<file path="src/hdl/plucked_string_voice_top_macros.svh">
// Assertion macros shared by the plucked string voice RTL.
`ifndef PLUCKED_STRING_VOICE_TOP_MACROS_SVH
`define PLUCKED_STRING_VOICE_TOP_MACROS_SVH

// Implication or plain property, checked on every clock edge outside reset.
`define PSV_ASSERT(label, prop, msg) \
  label: assert property (@(posedge clk) disable iff (!rst_n) prop) \
    else $error(msg);

// Invariant that must hold on every clock edge outside reset.
`define PSV_CHECK_INV(label, expr, msg) \
  label: assert property (@(posedge clk) disable iff (!rst_n) (expr)) \
    else $error(msg);

`endif

</file>
<file path="src/hdl/psv_pkg.sv">
// Shared constants, types and controller/datapath interface structs of the voice.
package psv_pkg;

  localparam int MAX_PERIOD   = 4096;
  localparam int TAIL_SAMPLES = 1024;
  localparam int POS_W        = $clog2(MAX_PERIOD);
  localparam int PER_W        = POS_W + 1;
  localparam int LEN_W        = 24;
  localparam int CNT_W        = LEN_W + 1;
  localparam int SMP_W        = 16;
  localparam int QUO_W        = SMP_W;
  localparam int DVD_W        = QUO_W + LEN_W;
  localparam int STEP_W       = $clog2(QUO_W);
  localparam int DATA_W       = 32;
  localparam int REG_CNT      = 4;
  localparam int ADDR_W       = $clog2(REG_CNT) + 2;

  localparam logic [PER_W-1:0] PERIOD_RESET  = PER_W'(100);
  localparam logic [LEN_W-1:0] ATTACK_RESET  = LEN_W'(0);
  localparam logic [LEN_W-1:0] REL_RESET     = LEN_W'(1);
  localparam logic [LEN_W-1:0] DUR_RESET     = LEN_W'(0);

  typedef enum logic [$clog2(REG_CNT)-1:0] {
    REG_PERIOD,
    REG_ATTACK,
    REG_RELEASE,
    REG_DURATION
  } reg_idx_t;

  typedef enum logic [1:0] {
    ENV_PASS,
    ENV_ZERO,
    ENV_SCALE
  } env_mode_t;

  typedef struct packed {
    logic [PER_W-1:0] period;
    logic [LEN_W-1:0] attack;
    logic [LEN_W-1:0] rel_len;
    logic [LEN_W-1:0] duration;
  } cfg_t;

  typedef struct packed {
    logic accept;         // input transaction taken this cycle
    logic env;            // delay line read data is valid: filter and envelope select
    logic mul;            // register the envelope product
    logic div_env_start;  // start the divider on the envelope product
    logic div_pos_start;  // start the divider on a position wrap
    logic fin;            // load the output register and advance the counters
    logic pos_take;       // take the divider remainder as the new position
    logic pos_is_read;    // position under work: 1 read, 0 load
  } psv_cmd_t;

  typedef struct packed {
    logic lp_simple;  // load position advances without a division
    logic rp_simple;  // read position advances without a division
    logic scale;      // envelope needs a division
    logic last;       // current tick ends the note
    logic out_free;   // output register can take a result this cycle
    logic div_busy;
  } psv_stat_t;

endpackage

</file>
<file path="src/hdl/psv_regs.sv">
// APB-style configuration registers of the voice.
module psv_regs (
  input  logic                         clk,
  input  logic                         rst_n,
  input  logic                         psel,
  input  logic                         penable,
  input  logic                         pwrite,
  input  logic [psv_pkg::ADDR_W-1:0]   paddr,
  input  logic [psv_pkg::DATA_W-1:0]   pwdata,
  output logic [psv_pkg::DATA_W-1:0]   prdata,
  output psv_pkg::cfg_t                cfg
);
  import psv_pkg::*;

  cfg_t     cfg_r, cfg_nxt;
  reg_idx_t idx;
  logic     wr_en;

  assign idx   = reg_idx_t'(paddr[ADDR_W-1:2]);
  assign wr_en = psel && penable && pwrite;

  always_comb begin
    cfg_nxt = cfg_r;
    if (wr_en) begin
      unique case (idx)
        REG_PERIOD:   cfg_nxt.period   = pwdata[PER_W-1:0];
        REG_ATTACK:   cfg_nxt.attack   = pwdata[LEN_W-1:0];
        REG_RELEASE:  cfg_nxt.rel_len  = pwdata[LEN_W-1:0];
        REG_DURATION: cfg_nxt.duration = pwdata[LEN_W-1:0];
        default:      cfg_nxt = cfg_r;
      endcase
    end
  end

  always_comb begin
    unique case (idx)
      REG_PERIOD:   prdata = DATA_W'(cfg_r.period);
      REG_ATTACK:   prdata = DATA_W'(cfg_r.attack);
      REG_RELEASE:  prdata = DATA_W'(cfg_r.rel_len);
      REG_DURATION: prdata = DATA_W'(cfg_r.duration);
      default:      prdata = '0;
    endcase
  end

  always_ff @(posedge clk) begin
    if (!rst_n) begin
      cfg_r.period   <= PERIOD_RESET;
      cfg_r.attack   <= ATTACK_RESET;
      cfg_r.rel_len  <= REL_RESET;
      cfg_r.duration <= DUR_RESET;
    end else begin
      cfg_r <= cfg_nxt;
    end
  end

  assign cfg = cfg_r;

endmodule

</file>
<file path="config.mk">
export PLATFORM = sky130hd
export DESIGN_NAME = psv_regs
export DESIGN_NICKNAME = d
export VERILOG_FILES = /design/src/hdl/plucked_string_voice_top_macros.svh /design/src/hdl/psv_pkg.sv /design/src/hdl/psv_regs.sv
export SDC_FILE = /design/constraint.sdc
export NUM_CORES = 1
export LEC_CHECK = 0
export BUFFER_PORTS_ARGS = -buffer_cell sky130_fd_sc_hd__clkbuf_2
export CAP_MARGIN = 20
export CELL_PAD_IN_SITES_DETAIL_PLACEMENT = 1
export CELL_PAD_IN_SITES_GLOBAL_PLACEMENT = 2
export CORE_ASPECT_RATIO = 0.5
export CORE_UTILIZATION = 31
export DETAILED_ROUTE_END_ITERATION = 10
export PLACE_DENSITY = 0.86
export SYNTH_ARGS = -nofsm -noshare
export SYNTH_HDL_FRONTEND = slang
export SYNTH_SLANG_ARGS = --single-unit
</file>
<file path="constraint.sdc">
create_clock -name clk -period 1.8 [get_ports clk]
set_input_delay 0.18 -clock clk [delete_from_list [all_inputs] [get_ports clk]]
set_output_delay 0.18 -clock clk [all_outputs]
set_load 0.01 [all_outputs]
</file>
==> out/qor.txt <==
post-CTS setup buffers: 0
Chip Height: 80.5 um
Top Metal Used: met4
WS Path Type: primary input to output port
Pint: 3.30 mW
Pre-Repair DR Iteration Count: 4
starting density of the core: 32.0%
Hold Path Class: primary input to flop
status: finished, final reports clean
via count: 3057
wirelength, routed: 10.7 mm
largest cells by area after synthesis: dfxtp_1, mux2i_1, nand2_1
Die ar.: 0.0128 sq mm
Post-Syn Area per Cell: 10.5 sq um
final worst path period need: 1.55 ns
Yosys cell types: 18
RSZ-0062 raised after global routing: no
wire length on met2: 5.12 mm
antenna-violating nets left: 0
met3 WL post-DR: 394 um
I/O pins: 158
sequential area share after synthesis: 44.6%
routed wire length per instance: 16.0 um
largest net degree at the start of global routing: 44
Post-Syn Instances: 363
fin util: 42.0%
Post-route DRC: 0
fill cell count: 1413
detailed-routing wirelength on met1: 5.02 mm
Hold Fails Final Rpt: 0
Core ar.: 0.0119 sq mm
Synth Warn #: 0
Leak Pwr: 2.28 nW
global-route wire length before repair: 16.6 mm
max_cap viols: 0
1st-iter DRT viols: 123
Switching Fraction: 23.2%
Seq pwr share: 44.7%
Synth area leader: dfxtp_1
via/cell ratio: 4.57
overflow left after global routing: 0
gpl congestion: 0.680
fin nets: 540
crit path launch type: primary input
Critical Path AT: 1.37 ns
VDD IR max: 442 uV
PnR worst setup slack: 0.252 ns
row count: 28
Clk Latency, worst-skew pair: 0.33 ns
port buffer count: 139
die width: 159 um
Post-CTS Resized: 0
setup TNS: 0 ns
register bit total from synthesis: 85
Max Freq: 0.646 GHz
Final Setup Violations: 0
power per cell area: 860 mW/mm^2
clock root buffer: clkbuf_16
Clock Sinks: 85
Tot GR Track Use: 16.9%
CTS tree: done
Clock Power Share: 47.7%
Req. time, crit path: 1.62 ns
H-tree Lvls: 3
CTS Buffer Depth: 2
flip-flop count of the largest register after layout: 85
Syn Std Cell Area: 0.00382 sq mm
antenna cells: 0
top cell type's share of synthesized area: 44.6%
clock skew: 0 ns
Combinational Power Share: 7.6%
dpl ws: 0.233 ns
share of layout cells above drive strength 1: 39.7%
initial antenna violation count: 0
P_sw: 1.00 mW
CTS Buf Count: 9
final worst-path cycle share: 86.0%
hold_buf cts: 0
register clock-pin slew on the reported worst setup and hold paths: 0.06 ns
final slew viol count: 0
vias in the first global route: 3040
Crit. End Element: output port
peak fanout along the critical path: 8
area growth from synthesis to layout: 31.1%
detailed placer's ending HPWL: 7.55 mm
-- Yosys cell counts, drive strengths merged --
cell type and count:
clkbuf 13, nand3 1, conb 1, nor2 1, or3b 1, mux4 13, mux2i 85, nor2b 9
dfxtp 85, mux2 11, buf 24, a22o 11, nand2 106, nor3 1, nor3b 1
-- kinds of logic (layout without fill, tap and decap cells) --
| logic type | Yosys count | after routing | share of synthesized area [%] |
|---|---|---|---|
| AOI/OAI and AO/OA | 11 | 11 | 2.52 |
| other | 1 | 8 | 0.0983 |
| DFF | 85 | 85 | 44.6 |
| buffers and inverters | 37 | 171 | 6.56 |
| muxes | 109 | 109 | 33.2 |
| and+or+nand+nor | 120 | 120 | 13.0 |
-- stage by stage --
step	total power, mW	std cells	cell area, sq um	hold WS, ns
3_3_place_gp	2.29	653	4670	0.448
3_5_place_dp	2.30	653	4670	0.465
6_report	4.31	669	5000	0.125
2_1_floorplan	2.17	370	3840	0.340
4_1_cts	4.36	669	5000	0.113
5_1_grt	4.47	669	5000	0.131
-- final cells by class --
| cell class | instances | area [sq um] | area share, % |
|---|---|---|---|
| Multi-Input combinational cell | 248 | 1910 | 38.1 |
| Sequential cell | 85 | 1700 | 34.0 |
| Timing Repair Buffer | 155 | 856 | 17.1 |
| Clock buffer | 10 | 239 | 4.78 |
| Tap cell | 165 | 206 | 4.13 |
| Clock inverter | 6 | 93.8 | 1.88 |
-- per-layer routing --
layer | up-vias | global-route usage [%]
met5 | - | 0
met4 | 0 | 5.10
met3 | 13 | 4.34
met2 | 66 | 28.5
met1 | 1489 | 21.3
li1 | 1489 | -
-- worst max-delay path, stage by stage --
cell,delay [ns]
clkbuf_2,0.21
buf_4,0.28
mux4_2,0.55
clkbuf_2,0.15
-- placed cells by master (no fill, tap or decap), drive strengths merged --
cell | Yosys | layout
clkbuf | 13 | 148
nand2 | 106 | 106
mux2i | 85 | 85
dfxtp | 85 | 85
buf | 24 | 17
mux4 | 13 | 13
mux2 | 11 | 11
a22o | 11 | 11
nor2b | 9 | 9
conb | 1 | 8
inv | 0 | 2
bufinv | 0 | 2
nand3 | 1 | 1
nor3 | 1 | 1
nor3b | 1 | 1
or3b | 1 | 1
nor2 | 1 | 1
clkinv | 0 | 1
clkinvlp | 0 | 1
-- power by group through the flow --
| stage | logic [mW] | clock network, mW | registers, mW |
|---|---|---|---|
| final | 0.325 | 2.05 | 1.92 |
| after global routing | 0.353 | 2.19 | 1.93 |
| after CTS | 0.330 | 2.11 | 1.92 |
| after detailed placement | 0.329 | 0 | 1.97 |
| after global placement | 0.323 | 0 | 1.97 |
| after floorplan | 0.199 | 0 | 1.97 |
-- path summary, 6_finish.rpt --
check,from,to,slack (ns),cells after the start
max,paddr[3],prdata[5],0.25,4
min,pwdata[22],cfg[46]$_SDFFE_PN0P_,0.13,3
max reg2reg,cfg[47]$_SDFFE_PN0P_,cfg[47]$_SDFFE_PN0P_,1.09,2
min reg2reg,cfg[30]$_SDFFE_PN0P_,cfg[30]$_SDFFE_PN0P_,0.47,2
(Power assumes the default switching activity.)
