===== config.mk =====
export PLATFORM = sky130hd
export DESIGN_NAME = psv_ctrl
export DESIGN_NICKNAME = d
export VERILOG_FILES = /design/src/hdl/psv_pkg.sv /design/src/hdl/psv_ctrl.sv
export VERILOG_INCLUDE_DIRS = /design/src /design/src/hdl
export SDC_FILE = /design/constraint.sdc
export NUM_CORES = 1
export LEC_CHECK = 0
export ABC_AREA = 0
export BUFFER_PORTS_ARGS = -buffer_cell sky130_fd_sc_hd__buf_2
export CELL_PAD_IN_SITES_DETAIL_PLACEMENT = 1
export CELL_PAD_IN_SITES_GLOBAL_PLACEMENT = 1
export CORE_AREA = 3 3 40 42
export CTS_BUF_LIST = sky130_fd_sc_hd__clkbuf_16
export DETAILED_ROUTE_END_ITERATION = 12
export DIE_AREA = 0 0 43 45
export PLACE_DENSITY = 0.69
export SYNTH_ARGS = -nofsm -noshare
export SYNTH_HDL_FRONTEND = slang
export SYNTH_SLANG_ARGS = --single-unit
export TNS_END_PERCENT = 100

===== constraint.sdc =====
create_clock -name clk -period 1.76 [get_ports clk]
set_input_delay 0 -clock clk [delete_from_list [all_inputs] [get_ports clk]]
set_output_delay 0 -clock clk [all_outputs]
set_load 0.1 [all_outputs]

===== src/hdl/plucked_string_voice_top_macros.svh =====
// Assertion macros shared by the plucked string voice RTL.
`ifndef PLUCKED_STRING_VOICE_TOP_MACROS_SVH
`define PLUCKED_STRING_VOICE_TOP_MACROS_SVH

// Implication or plain property, checked on every clock edge outside reset.
`define PSV_ASSERT(label, prop, msg) \
  label: assert property (@(posedge clk) disable iff (!rst_n) prop) \
    else $error(msg);

// Invariant that must hold on every clock edge outside reset.
`define PSV_CHECK_INV(label, expr, msg) \
  label: assert property (@(posedge clk) disable iff (!rst_n) (expr)) \
    else $error(msg);

`endif


===== src/hdl/psv_pkg.sv =====
// Shared constants, types and controller/datapath interface structs of the voice.
package psv_pkg;

  localparam int MAX_PERIOD   = 4096;
  localparam int TAIL_SAMPLES = 1024;
  localparam int POS_W        = $clog2(MAX_PERIOD);
  localparam int PER_W        = POS_W + 1;
  localparam int LEN_W        = 24;
  localparam int CNT_W        = LEN_W + 1;
  localparam int SMP_W        = 16;
  localparam int QUO_W        = SMP_W;
  localparam int DVD_W        = QUO_W + LEN_W;
  localparam int STEP_W       = $clog2(QUO_W);
  localparam int DATA_W       = 32;
  localparam int REG_CNT      = 4;
  localparam int ADDR_W       = $clog2(REG_CNT) + 2;

  localparam logic [PER_W-1:0] PERIOD_RESET  = PER_W'(100);
  localparam logic [LEN_W-1:0] ATTACK_RESET  = LEN_W'(0);
  localparam logic [LEN_W-1:0] REL_RESET     = LEN_W'(1);
  localparam logic [LEN_W-1:0] DUR_RESET     = LEN_W'(0);

  typedef enum logic [$clog2(REG_CNT)-1:0] {
    REG_PERIOD,
    REG_ATTACK,
    REG_RELEASE,
    REG_DURATION
  } reg_idx_t;

  typedef enum logic [1:0] {
    ENV_PASS,
    ENV_ZERO,
    ENV_SCALE
  } env_mode_t;

  typedef struct packed {
    logic [PER_W-1:0] period;
    logic [LEN_W-1:0] attack;
    logic [LEN_W-1:0] rel_len;
    logic [LEN_W-1:0] duration;
  } cfg_t;

  typedef struct packed {
    logic accept;         // input transaction taken this cycle
    logic env;            // delay line read data is valid: filter and envelope select
    logic mul;            // register the envelope product
    logic div_env_start;  // start the divider on the envelope product
    logic div_pos_start;  // start the divider on a position wrap
    logic fin;            // load the output register and advance the counters
    logic pos_take;       // take the divider remainder as the new position
    logic pos_is_read;    // position under work: 1 read, 0 load
  } psv_cmd_t;

  typedef struct packed {
    logic lp_simple;  // load position advances without a division
    logic rp_simple;  // read position advances without a division
    logic scale;      // envelope needs a division
    logic last;       // current tick ends the note
    logic out_free;   // output register can take a result this cycle
    logic div_busy;
  } psv_stat_t;

endpackage


===== src/hdl/psv_ctrl.sv =====
// Voice controller: sequences load and tick transactions through the datapath.
`include "plucked_string_voice_top_macros.svh"

module psv_ctrl (
  input  logic                clk,
  input  logic                rst_n,
  input  logic                in_valid,
  input  logic                in_action,
  output logic                in_ready,
  input  psv_pkg::psv_stat_t  stat,
  output psv_pkg::psv_cmd_t   cmd
);
  import psv_pkg::*;

  typedef enum logic [2:0] {
    S_IDLE,
    S_ENV,
    S_MUL,
    S_DST,
    S_DIV,
    S_FIN,
    S_ADV
  } state_t;

  state_t state_r, state_nxt;
  logic   adv_rp_r, adv_rp_nxt;

  always_comb begin
    state_nxt  = state_r;
    adv_rp_nxt = adv_rp_r;
    cmd        = '0;
    in_ready   = 1'b0;
    unique case (state_r)
      S_IDLE: begin
        in_ready = 1'b1;
        if (in_valid) begin
          cmd.accept = 1'b1;
          if (in_action) begin
            state_nxt = S_ENV;
          end else if (!stat.lp_simple) begin
            cmd.div_pos_start = 1'b1;
            adv_rp_nxt        = 1'b0;
            state_nxt         = S_ADV;
          end
        end
      end
      S_ENV: begin
        cmd.env   = 1'b1;
        state_nxt = S_MUL;
      end
      S_MUL: begin
        cmd.mul   = 1'b1;
        state_nxt = stat.scale ? S_DST : S_FIN;
      end
      S_DST: begin
        cmd.div_env_start = 1'b1;
        state_nxt         = S_DIV;
      end
      S_DIV: begin
        if (!stat.div_busy) begin
          state_nxt = S_FIN;
        end
      end
      S_FIN: begin
        cmd.pos_is_read = 1'b1;
        if (stat.out_free) begin
          cmd.fin = 1'b1;
          if (!stat.last && !stat.rp_simple) begin
            cmd.div_pos_start = 1'b1;
            adv_rp_nxt        = 1'b1;
            state_nxt         = S_ADV;
          end else begin
            state_nxt = S_IDLE;
          end
        end
      end
      S_ADV: begin
        cmd.pos_is_read = adv_rp_r;
        if (!stat.div_busy) begin
          cmd.pos_take = 1'b1;
          state_nxt    = S_IDLE;
        end
      end
      default: state_nxt = S_IDLE;
    endcase
  end

  always_ff @(posedge clk) begin
    if (!rst_n) begin
      state_r  <= S_IDLE;
      adv_rp_r <= 1'b0;
    end else begin
      state_r  <= state_nxt;
      adv_rp_r <= adv_rp_nxt;
    end
  end

  `PSV_ASSERT(a_ctrl_div_owned, stat.div_busy |-> (state_r == S_DIV || state_r == S_ADV), "divider busy outside a wait state")
  `PSV_ASSERT(a_ctrl_fin_div_idle, cmd.fin |-> !stat.div_busy, "result written while divider still running")

endmodule


==> results of run 1 <==
flip-flops by register name, summed over array words and instances, names as in the netlist:
register  flops
state_r       3
adv_rp_r      1
cell usage after synthesis:
| cell | count | share of area [%] |
|---|---|---|
| nand3_1 | 1 | 1.3 |
| a21oi_1 | 4 | 5.3 |
| buf_2 | 2 | 2.7 |
| and3b_1 | 1 | 2.3 |
| dfxtp_1 | 4 | 21 |
| inv_1 | 2 | 2.0 |
| nor2_1 | 2 | 2.0 |
| nor2_4 | 1 | 3.0 |
| o21a_1 | 1 | 2.0 |
| and4bb_4 | 1 | 4.3 |
| nand3b_1 | 1 | 2.0 |
| and2_1 | 1 | 1.7 |
| o2111a_1 | 2 | 6.0 |
| and3b_2 | 1 | 2.7 |
| buf_6 | 1 | 3.0 |
| and3_1 | 1 | 1.7 |
| nand2_1 | 4 | 4.0 |
| nor2b_1 | 4 | 6.7 |
| nor3b_1 | 1 | 2.0 |
| or4_4 | 1 | 3.0 |
| o311a_1 | 1 | 2.7 |
| nor3b_4 | 1 | 5.0 |
| o221ai_1 | 1 | 2.3 |
| o21ai_0 | 2 | 2.7 |
| o22ai_1 | 1 | 1.7 |
| a31oi_1 | 1 | 1.7 |
| or2b_2 | 1 | 2.3 |
| nor3_1 | 2 | 2.7 |
routing by layer:
metal,vias up,global-route usage [%]
met5,-,0
met4,0,14.5
met3,4,1.99
met2,12,22.2
met1,181,15.2
li1,214,-
metrics by stage:
| stage | setup WS, ns | std cells |
|---|---|---|
| after global routing | 0.102 | 82 |
| after CTS | 0.172 | 82 |
| after detailed placement | 0.280 | 79 |
| after floorplan | -0.413 | 46 |
| after global placement | 0.324 | 79 |
| final | 0.192 | 82 |
cell families (layout without fill, tap and decap cells):
logic type	after synthesis	in the layout
AOI/OAI and AO/OA	13	13
buffers and inverters	5	26
DFF	4	4
and+or+nand+nor	24	24
worst max path at each step:
stage / endpoint / slack [ns] / cells after the start / start
2_1_floorplan: cmd[3] / -0.41 / 4 / state_r[0]
3_3_place_gp: state_r[2] / 0.32 / 5 / state_r[2]
3_5_place_dp: state_r[2] / 0.28 / 5 / state_r[2]
4_1_cts: cmd[7] / 0.17 / 4 / state_r[2]
5_1_grt: cmd[7] / 0.10 / 4 / state_r[2]
6_report: cmd[7] / 0.19 / 4 / state_r[2]
layout make-up:
| type | count | share of cell area, % |
|---|---|---|
| multi-input cells | 37 | 47.5 |
| repair buffers | 21 | 23.0 |
| flip-flops and latches | 4 | 13.1 |
| clock buffers | 3 | 12.1 |
| well taps | 15 | 3.03 |
| inverters | 2 | 1.21 |
power groups by stage:
stage / logic, mW / clock network (mW) / registers (mW)
after detailed placement: 0.862 / 0 / 0.184
after CTS: 0.864 / 0.361 / 0.182
after floorplan: 0.752 / 0 / 0.152
after global routing: 0.906 / 0.367 / 0.191
after global placement: 0.857 / 0 / 0.180
final: 0.856 / 0.352 / 0.181
==> metrics.md, run 1 <==
| Metric | Value |
|---|---|
| Drt total wl | `1120 um` |
| Dpl hpwl | `908 um` |
| Vias per cell | `5.01` |
| Slew Limit Fails | `0` |
| Met1 wire length | `470 um` |
| Syn_nets | `56` |
| Num ports | `19` |
| Vias | `411` |
| Mux cell area share after synthesis | `0%` |
| Max Freq | `0.638 GHz` |
| CP startpoint kind | `flip-flop` |
| Commonest non-fill, non-tap cells in the layout | `buf_2 (16), a21oi_1 (4), nand2_1 (4)` |
| Post-Synth XOR/XNOR Area | `0%` |
| Cell Area, Synth | `375 um2` |
| Met2 WL | `549 um` |
| Gr ovfl total | `0` |
| VDD IR max | `0.00152 V` |
| Worst stage delay on the critical path | `0.41 ns` |
| Worst Tran Pin Value | `0.486 ns` |
| Net Sw Power | `0.716 mW` |
| Remaining antenna violation count | `0` |
| Starting DRC count in detailed routing | `0` |
| Setup crit end kind | `output port` |
| Cts bufs inserted | `3` |
| DR pass1 iterations | `1` |
| Final setup viols | `0` |
| Critical path type | `reg -> out` |
| Compound-Gate Fraction of Synth Area | `24.3%` |
| Met3 wire length | `59 um` |
| Max Used Layer | `met4` |
| # hold bufs at CTS | `0` |
| Synth warnings | `0` |
| Synth-to-Final Area Change | `65.0%` |
| Hold Crit Start | `rst_n` |
| Final RePlAce weighted congestion | `0.739` |
| Post-cts resize count | `0` |
| Final core occ | `48.2%` |
| Clock-pin transition on the worst setup and hold timing paths | `0.03 ns` |
| Seq pwr share | `13.1%` |
| Sw frac | `51.5%` |
| Die Width | `43 um` |
| WP data required | `1.76 ns` |
| Row count | `13` |
| Total power divided by cell area | `2240 nW/um2` |
| Number of global-route vias before repair | `423` |
| CP Cell Sequence | `buf_4 -> nor3_4 -> and2_4 -> buf_2` |
| CTS Sinks | `4` |
| Synth Area in Simple Gates | `46.7%` |
| R2R cell count | `5` |
| Die footprint | `1940 um2` |
| Largest family of logic cells by synthesized area | `simple AND/OR/NAND/NOR gates` |
| Multi-input logic area | `294 um2` |
| Max-Cap Viols | `0` |
| Reg2reg start | `state_r[2]` |
| Total track usage | `13.8%` |
| Fillers | `148` |
| WP buf/inv | `2` |
| CTS HTree Levels | `1` |
| Design Area, Final | `619 um2` |
| Port buffer count | `18` |
| Reg2reg setup slack | `0.28 ns` |
| Clk_skew | `0.000653 ns` |
| Diodes inserted | `0` |
| Synth Area in Adders | `0%` |
| Pleak | `0.288 nW` |
| Post-Synthesis Cells | `46` |
| Layout Nets | `79` |
| Hold Path Depth | `2` |
| Seq cells post-synth | `4` |
| Reg-to-reg critical path endpoint | `state_r[2]` |
| Slowest cell on crit path | `buf_2` |
| TritonCTS clock tree | `built` |
| Power Internal | `0.673 mW` |
| First-pass GRT wire length | `1880 um` |
| Initial antenna violation count | `0` |
| Cell Area, Placed | `544 um2` |
| Final Hold Viols | `0` |
| Setup Buffers After CTS | `0` |
| Clk buf depth | `2` |
| Crit path max-delay family | `buffers and inverters` |
| Critical Path AT | `1.57 ns` |
| Gate power share | `61.6%` |
| Syn avg cell area | `8.16 um2` |
| Status | `complete, no violations` |
| Post-route DRC | `0` |
| Largest net degree at the start of global routing | `14` |
| Seq/Total Area, Yosys | `21.3%` |
| Hold Slack | `0.0296 ns` |
| Min-Delay Endpoint | `state_r[0]` |
| Commonest non-fill, non-tap cell in the layout | `buf_2` |
| Critical-path maximum fanout | `8` |
| Initial core utilization | `29.2%` |
| Worst slew margin | `67.8%` |
| Total Power | `1.39 mW` |
| Core area | `1280 um2` |
| Setup TNS | `0 ns` |
| Share of layout cells above drive strength 1 | `56.7%` |
| Tmin final | `1.57 ns` |
| CTS root buf | `clkbuf_16` |
| Chip height | `45 um` |
| Worst min path class | `in -> reg` |
| Worst-skew pair later-pin latency | `0.22 ns` |
| Sequential Area | `81.3 um2` |
| Clock power share | `25.4%` |
| Tcrit/Tclk final | `89.1%` |
| RSZ-0062 raised after global routing | `false` |
| Netlist cell types | `28` |
| Routed wire per std cell | `13.6 um` |
No activity file was read; power rests on OpenSTA's default activity.
==> run 2: changes to the inputs <==
--- a/config.mk
+++ b/config.mk
@@ -6,15 +6,15 @@
 export SDC_FILE = /design/constraint.sdc
 export NUM_CORES = 1
 export LEC_CHECK = 0
-export ABC_AREA = 0
+export ABC_AREA = 1
 export BUFFER_PORTS_ARGS = -buffer_cell sky130_fd_sc_hd__buf_2
 export CELL_PAD_IN_SITES_DETAIL_PLACEMENT = 1
 export CELL_PAD_IN_SITES_GLOBAL_PLACEMENT = 1
-export CORE_AREA = 3 3 40 42
+export CORE_MARGIN = 3
+export CORE_UTILIZATION = 25
 export CTS_BUF_LIST = sky130_fd_sc_hd__clkbuf_16
 export DETAILED_ROUTE_END_ITERATION = 12
-export DIE_AREA = 0 0 43 45
-export PLACE_DENSITY = 0.69
+export PLACE_DENSITY = 0.7
 export SYNTH_ARGS = -nofsm -noshare
 export SYNTH_HDL_FRONTEND = slang
 export SYNTH_SLANG_ARGS = --single-unit
==> metrics.md, run 2 <==
| Metric | Value |
|---|---|
| Status | `complete, no violations` |
| Share of layout cells above drive strength 1 | `38.4% (-18 points)` |
| Number of synthesized flops with an enable pin | `0 (unchanged)` |
| Setup TNS | `0 ns (unchanged)` |
| CTS HTree Levels | `1 (unchanged)` |
| Layout Nets | `98 (+24%)` |
| Synth-to-Final Area Change | `61.1%` |
| Initial core utilization | `29.2% (-0.045 points)` |
| Multi-input logic area | `254 um2 (-14%)` |
| Num ports | `19 (unchanged)` |
| Synth warnings | `0 (unchanged)` |
| RSZ-0062 raised after global routing | `false` |
| Worst-skew pair later-pin latency | `0.23 ns (about the same)` |
| Crit path max-delay family | `simple AND/OR/NAND/NOR gates` |
| Worst slew margin | `67.5% (-0.35 points)` |
| Slew Limit Fails | `0 (unchanged)` |
| Biggest registers after layout | `state_r x3, adv_rp_r x1` |
| Post-route DRC | `0 (unchanged)` |
| Die footprint | `1890 um2 (-2.5%)` |
| Reg-to-reg critical path endpoint | `state_r[1]` |
| Most frequent cells after synthesis | `nand2_1 (16), nor2_1 (11), nand3_1 (10)` |
| Critical Path AT | `1.64 ns (+0.07 ns)` |
| Largest register FFs | `3 (unchanged)` |
| # hold bufs at CTS | `0 (unchanged)` |
| Cell Area, Synth | `350 um2 (-6.7%)` |
| Commonest non-fill, non-tap cells in the layout | `buf_2 (17), nand2_1 (15), nand3_1 (10)` |
| Starting DRC count in detailed routing | `3 (+3)` |
| CP Cell Sequence | `nand3_1 -> nor2_4 -> nand2_1 -> nand2_2 -> clkbuf_4` |
| Max-Cap Viols | `0 (unchanged)` |
| Post-Synthesis Cells | `66 (+43%)` |
| Syn_nets | `76 (+36%)` |
| Core area | `1200 um2 (-6.5%)` |
| Final setup viols | `0 (unchanged)` |
| Gr ovfl total | `0 (unchanged)` |
| Tmin final | `1.64 ns (+0.0706 ns)` |
| Chip height | `43.4 um (-3.5%)` |
| Asr flop ratio synth | `0% (unchanged)` |
| Worst min path class | `in -> reg` |
| Reg2reg setup slack | `0.34 ns (+0.06 ns)` |
| CTS Sinks | `4 (unchanged)` |
| Final RePlAce weighted congestion | `0.743 (+0.43%)` |
| Critical path type | `reg -> out` |
| Cts bufs inserted | `3 (unchanged)` |
| Vias per cell | `5.00 (-0.24%)` |
| Commonest non-fill, non-tap cell in the layout | `buf_2` |
| WP data required | `1.76 ns (about the same)` |
| DR pass1 iterations | `5 (+4)` |
| Fillers | `187 (+26%)` |
| Initial antenna violation count | `0 (unchanged)` |
| Critical-path maximum fanout | `9 (+1)` |
| Port buffer count | `18 (unchanged)` |
| Seq cells post-synth | `4 (unchanged)` |
| Slowest cell on crit path | `dfxtp_1` |
| Largest Register | `state_r` |
| CP startpoint kind | `flip-flop` |
| Post-place setup slack | `0.283 ns (+0.00328 ns)` |
| Seq/Total Area, Yosys | `22.9% (+1.5 points)` |
| Most used DFF post-synth | `dfxtp_1` |
| Final core occ | `47.0% (-1.2 points)` |
| Largest net degree at the start of global routing | `10 (-4)` |
| Most area-hungry cell type in the Yosys netlist | `dfxtp_1` |
| Worst Tran Pin Value | `0.491 ns (+0.00528 ns)` |
| First-pass GRT wire length | `2200 um (+17%)` |
| Number of global-route vias before repair | `515 (+22%)` |
| Hold Path Depth | `3 (+1)` |
| Clk_skew | `0.00347 ns (+0.00282 ns)` |
| Max Freq | `0.610 GHz (-4.3%)` |
| Die Width | `43.4 um (+1.0%)` |
| Netlist cell types | `14 (-50%)` |
| TritonCTS clock tree | `built` |
| Routed wire per std cell | `13.4 um (-1.9%)` |
| Setup ws final | `0.121 ns (-0.0706 ns)` |
| Total track usage | `16.2% (+2.3 points)` |
| R2R cell count | `6 (+1)` |
| Clock-pin transition on the worst setup and hold timing paths | `0.03 ns (about the same)` |
| Vias | `500 (+22%)` |
| Setup crit start | `state_r[2]` |
| Dpl cells | `97 (+23%)` |
| Drt total wl | `1340 um (+20%)` |
| Most frequent cell after synthesis | `nand2_1` |
| Sequential Area | `80.1 um2 (-1.5%)` |
| Reg2reg start | `state_r[2]` |
| Diodes inserted | `0 (unchanged)` |
| Dpl hpwl | `990 um (+9.0%)` |
| Clk buf depth | `2 (unchanged)` |
| Remaining antenna violation count | `0 (unchanged)` |
| Setup crit end kind | `output port` |
| Tcrit/Tclk final | `93.1% (+4.0 points)` |
| Row count | `12 (-1)` |
| Synth top area share | `22.9% (+1.5 points)` |
| Min-Delay Endpoint | `state_r[0]` |
| Worst stage delay on the critical path | `0.52 ns (+0.11 ns)` |
| Hold Crit Start | `rst_n` |
| Syn avg cell area | `5.31 um2 (-35%)` |
| Final Hold Viols | `0 (unchanged)` |
| Top post-synthesis cells by area | `dfxtp_1 (23%), nand2_1 (17%), nand3_1 (14%)` |
| WP buf/inv | `1 (-1)` |
| Non-Filler Instances | `100 (+22%)` |
| CTS root buf | `clkbuf_16` |
[run 2: kinds of logic (layout without fill, tap and decap cells)]
kind of cell	Yosys count	count (layout)	share of synthesized area, %
simple gates	44	44	55.0
flops	4	4	22.9
compound gates	5	5	7.86
buf+inv	13	33	14.3
[run 2: how the worst max path moves through the flow]
stage,end,slack [ns],cells past startpoint
final,cmd[3],0.12,5
after global routing,cmd[3],0.04,5
after CTS,cmd[3],0.02,5
after detailed placement,cmd[3],0.28,5
after global placement,cmd[3],0.27,5
after floorplan,state_r[0],-0.28,6
[run 2: cell type report]
type	count	area share (%)
clock buffer	3	13.3
inverter	12	7.98
multi-input combinational	49	45.0
sequential	4	14.2
tap	14	3.10
timing repair buffer	18	16.4
[run 2: what timing repair did]
item / CTS / global route
hold endpoints to repair: 0 / 0
gates resized for setup: 0 / 1
buffers inserted: 0 / 0
setup endpoints to repair: 0 / 1
[run 2: per-stage QoR]
stage	instance area [um2]	hold WS (ns)
6_report	564	0.0416
3_3_place_gp	487	0.264
3_5_place_dp	487	0.270
4_1_cts	562	0.0523
5_1_grt	564	0.0724
2_1_floorplan	384	0.120
[run 2: worst min-delay path: stages]
cell	delay (ns)
buf_2	0.12
nand2_1	0.07
nor2_1	0.04
[run 2: metal layers]
metal	part of all wire [%]	track usage (%)	up-vias
li1	-	-	250
met1	40	16.5	232
met2	52	29.8	16
met3	6.1	3.73	2
met4	1.7	9.04	0
met5	0	0	-
Power of run 2 is left out: the tool's default activity adds up to more than one toggle a clock period on the data nets, which glitch-free logic cannot reach.
